## src/design/ffba_ram.sv

```systemverilog
// ----------------------------------------------------------------------------
// ffba_ram
// single write port, single registered read port memory
// ----------------------------------------------------------------------------
module ffba_ram #(
	parameter int unsigned WIDTH = 8,
	parameter int unsigned DEPTH = 64
) (
	input  logic                     clk,
	input  logic                     we,
	input  logic [$clog2(DEPTH)-1:0] waddr,
	input  logic [WIDTH-1:0]         wdata,
	input  logic [$clog2(DEPTH)-1:0] raddr,
	output logic [WIDTH-1:0]         rdata
);

	logic [WIDTH-1:0] mem [DEPTH];
	logic [WIDTH-1:0] rdata_q;

	always_ff @(posedge clk) begin
		if (we) begin
			mem[waddr] <= wdata;
		end
		rdata_q <= mem[raddr];
	end

	assign rdata = rdata_q;

endmodule

```

## config.mk

```make
export PLATFORM = sky130hd
export DESIGN_NAME = ffba_ram
export DESIGN_NICKNAME = d
export VERILOG_FILES = /design/src/design/ffba_ram.sv
export SDC_FILE = /design/constraint.sdc
export NUM_CORES = 1
export LEC_CHECK = 0
export ABC_AREA = 1
export BUFFER_PORTS_ARGS = -buffer_cell sky130_fd_sc_hd__clkbuf_2
export CORE_MARGIN = 2
export CORE_UTILIZATION = 50
export DETAILED_ROUTE_END_ITERATION = 10
export MAX_ROUTING_LAYER = met4
export PLACE_DENSITY = 0.64
export SYNTH_ARGS = -nofsm -noshare
export SYNTH_HDL_FRONTEND = slang
export SYNTH_SLANG_ARGS = --single-unit
export TNS_END_PERCENT = 20
```

## constraint.sdc

```tcl
create_clock -name clk -period 2.3 [get_ports clk]
set_input_delay 0.23 -clock clk [delete_from_list [all_inputs] [get_ports clk]]
set_output_delay 0.23 -clock clk [all_outputs]
set_load 0.005 [all_outputs]
```

---- Word level (Yosys, flattened, before mapping) ----
Memories as Yosys holds them, arrays and structs flattened. A register that Yosys moved wholly into a read port is not among the register bits.
Index checks and enable logic that the tools add are counted.
operators by class
  muxes and demuxes ....................... 2
operator list
  kind               count
  1-bit two-way mux  2
storage, ports and cells
  bits in registers ....................... 0
  RAM bits ................................ 512
  output and inout bits ................... 8
  logic and storage cells ................. 3
  memories kept ........................... 1
memory list
  name  words  width  read ports  clocked after Yosys merged registers in  wr ports  line  source
  mem   64     8      1           1                                        1         17    logic [WIDTH-1:0] mem [DEPTH];

---- Longest topological paths before layout ----
  depth in word-level cells ............... 2
  mapped depth ............................ 12

---- Worst setup path after synthesis ----
OpenSTA, ideal clock, no wires.
  path type ............................... input port to flip-flop
  start ................................... input port we
  end ..................................... memory mem[48][0], enable pin
  data arrival time ....................... 1.601 ns
  data required time ...................... 1.905 ns
  path slack .............................. 0.304 ns
  stages .................................. 3
  buffers on the path ..................... 1
  cell sequence ........................... clkbuf_1 -> nand4_1 -> nor4_1
between the ends
  word-level cells in the longest chain between the ends .. 2
RTL lines
  element                                  line  source
  start, declared                          10    input logic we,
  1-bit two-way mux                        21    if (we) begin
  1-bit two-way mux (not written as such)  22    mem[waddr] <= wdata;
  end, declared                            17
Every way passes these cells.

---- Worst setup path in the final report ----
  start ................................... register rdata_q[1] (netlist: rdata[1]), read port of mem
  end ..................................... output port rdata[1]
RTL lines
  element          line  source
  start, declared  18    logic [WIDTH-1:0] rdata_q;
  end, declared    14    output logic [WIDTH-1:0] rdata
No word-level cell between the ends.

==> flow_summary.yaml <==
critical_path:
  path_cells: "clkbuf_2"
  worst-path-buf-inv: 1
  startpoint_type: "flip-flop"
  setup.worst_path.end_class: "output pin"
  crit_required_ns: 2.07
  criticalPathCategory: "flip-flop to output pin"
  cp_top_family: "flip-flops"
  cpPeakStageDelay_ns: 0.47
  cpMaxStageDelayCell: "dfxtp_1"
  cp_data_arrival_time_ns: 1.25
  worst-path-max-fanout: 1
route:
  wl_per_cell_um: 21.77
  wl_mm: 53.66
  drtIter0Drc: 1482
  drt_pass1_iterations: 5
  ant_nets: 0
  routed_via_density: 5.674
  vias: 13990
  drc: 0
clocking:
  cts-root-buf: "clkbuf_16"
  hold_buffers: 1
  clock_latency_ns: 0.61
  clockBufferDepth: 3
  cts_setup_buffers: 0
  cts_sinks: 520
  cts_resized: 0
  cts_inserted_buffers: 52
  cts.clk_slew.worst_paths_ns: 0.06
  htreeDepth: 2
  cts_tree: "yes"
timing:
  post-route-period-util_pct: 64.44
  finalHoldViolations: 0
  slew_headroom_pct: 22.69
  rsz0062_at_grt: "no"
  setup_viol: 0
  skew_ns: 0.02682
  maxSlewViolCount: 0
  final.min_clock_period_ns: 1.482
  tightest_slew_ns: 1.158
  setup_tns_ns: 0
  clock.fmax_mhz: 674.7
power_and_ir_drop:
  sw_frac_of_total_pct: 21.95
  p_sw_mw: 4.534
  intPower_mw: 16.12
  combPwrFrac_pct: 6.1
  pwr-share-seq_pct: 51.0
  p_leak_nw: 8.864
  clkPwrFrac_pct: 43.0
  peakVddDrop_v: 0.0004787
  p_per_area_nw_per_um2: 855.6
layout:
  area_growth_pct: 13.15
  utilization_pct: 57.43
  diodes: 0
  drive_gt1_share_pct: 11.42
  final_common_cell: "nand2_1"
  final_cell_mix: "nand2_1 (648), edfxtp_1 (512), nand3_1 (439)"
  nFillCells: 3363
  layout.nets: 1904
yosys:
  synth_cells: 1805
  ys_seq_elements: 520
  yosys-top-cells-area: "edfxtp_1 (72%), nand2_1 (11%), nand3_1 (10%)"
  yosys_most_used_dff: "edfxtp_1"
  synthArstFlopShare_pct: 0
  yosys_warnings: 0
  ys_seq_area_share_pct: 72.80
  synth_edf_count: 512
  synthDistinctLibCells: 16
  synth_top_area_share_pct: 72.05
  synth_area_per_cell_um2: 11.82
  synth_nets: 1827
  syn_area_um2: 21340
  synth_top_cell_by_area: "edfxtp_1"
placed_design:
  place.port_buffers: 29
  globalplace.congestion: 0.8775
  dp_hpwl_mm: 30.89
global_routing:
  grt_start_max_net_pins: 131
  grtUsageTotal_pct: 25.45
  antenna_found_initial: 0
  grt.overflow.total: 0
  grt_pass1_wl_mm: 82.02
  grt_pass1_vias: 13420
min_path:
  hold_class: "primary input to flip-flop"
floorplanning:
  die_w_um: 210.6
  num_rows: 75
  core_um2: 42040
  dieArea_um2: 44350
  die_y_um: 210.6
  ios: 30
  start_util_pct: 50.76
flow_run:
  drv_cap: 0
run_status:
  status: "finished clean"
==> area by class of cell <==
class	instances	area [um2]	area share, %
Clock inverter	36	420.4	1.741
Multi-Input combinational cell	1160	4946	20.49
Clock buffer	62	1381	5.721
Tap cell	539	674.4	2.793
Inverter	12	52.55	0.2177
Sequential cell	520	15530	64.34
Timing Repair Buffer	136	1135	4.700
==> cells in the mapped netlist (2+ instances only) <==
master	n
nand4_1	9
nor2_1	56
buf_4	14
buf_6	35
buf_1	10
inv_1	10
nor4_1	8
nand2_1	648
buf_8	2
dfxtp_1	8
clkbuf_1	15
nand3_1	439
edfxtp_1	512
buf_2	37
==> final timing paths <==
| check | from | slack (ns) | to | cells past startpoint |
|---|---|---|---|---|
| worst min register to register | mem[53][1] | 0.81 | rdata[1] | 8 |
| worst max register to register | mem[43][7] | 0.92 | rdata[7] | 8 |
| worst max-delay path | rdata[1] | 0.82 | rdata[1] | 1 |
| worst min-delay path | raddr[5] | 0.05 | rdata[0] | 3 |
==> state kept, by name, summed over array words and instances (netlist names) <==
register  cells
rdata         8
mem         512
==> kinds of logic after synthesis <==
group                  after synthesis  synth area share [%]
buffers and inverters              125                 4.022
DFF                                520                 72.80
and+or+nand+nor                   1160                 23.18
==> power by group through the flow <==
stage          Combinational [mW]  Sequential [mW]  Clock (mW)
2_1_floorplan               0.737             10.7           0
3_3_place_gp                 1.24             10.7           0
3_5_place_dp                 1.25             10.7           0
4_1_cts                      1.26             10.5        8.97
5_1_grt                      1.38             10.5        9.32
6_report                     1.26             10.5        8.87
==> stage by stage <==
stage | area, um2 | cells | power (mW) | hold slack, ns | setup WS [ns]
after floorplan | 21340 | 1805 | 11.45 | 0.3289 | 0.3039
after global placement | 22330 | 2366 | 11.96 | 0.5882 | 0.4141
after detailed placement | 22330 | 2366 | 11.98 | 0.5942 | 0.3986
after CTS | 24140 | 2465 | 20.75 | 0.002697 | 0.8224
after global routing | 24140 | 2465 | 21.23 | 0.03840 | 0.7777
final | 24140 | 2465 | 20.66 | 0.05283 | 0.8179
==> per-layer routing <==
layer | GRT usage [%] | up-vias | wire (um)
li1 | - | 6502 | -
met3 | 4.216 | 92 | 4284
met5 | - | - | 0
met1 | 35.21 | 6842 | 22770
met2 | 39.35 | 551 | 25320
met4 | 7.237 | 0 | 1292
Note: power is estimated with default switching activity, not from simulation.
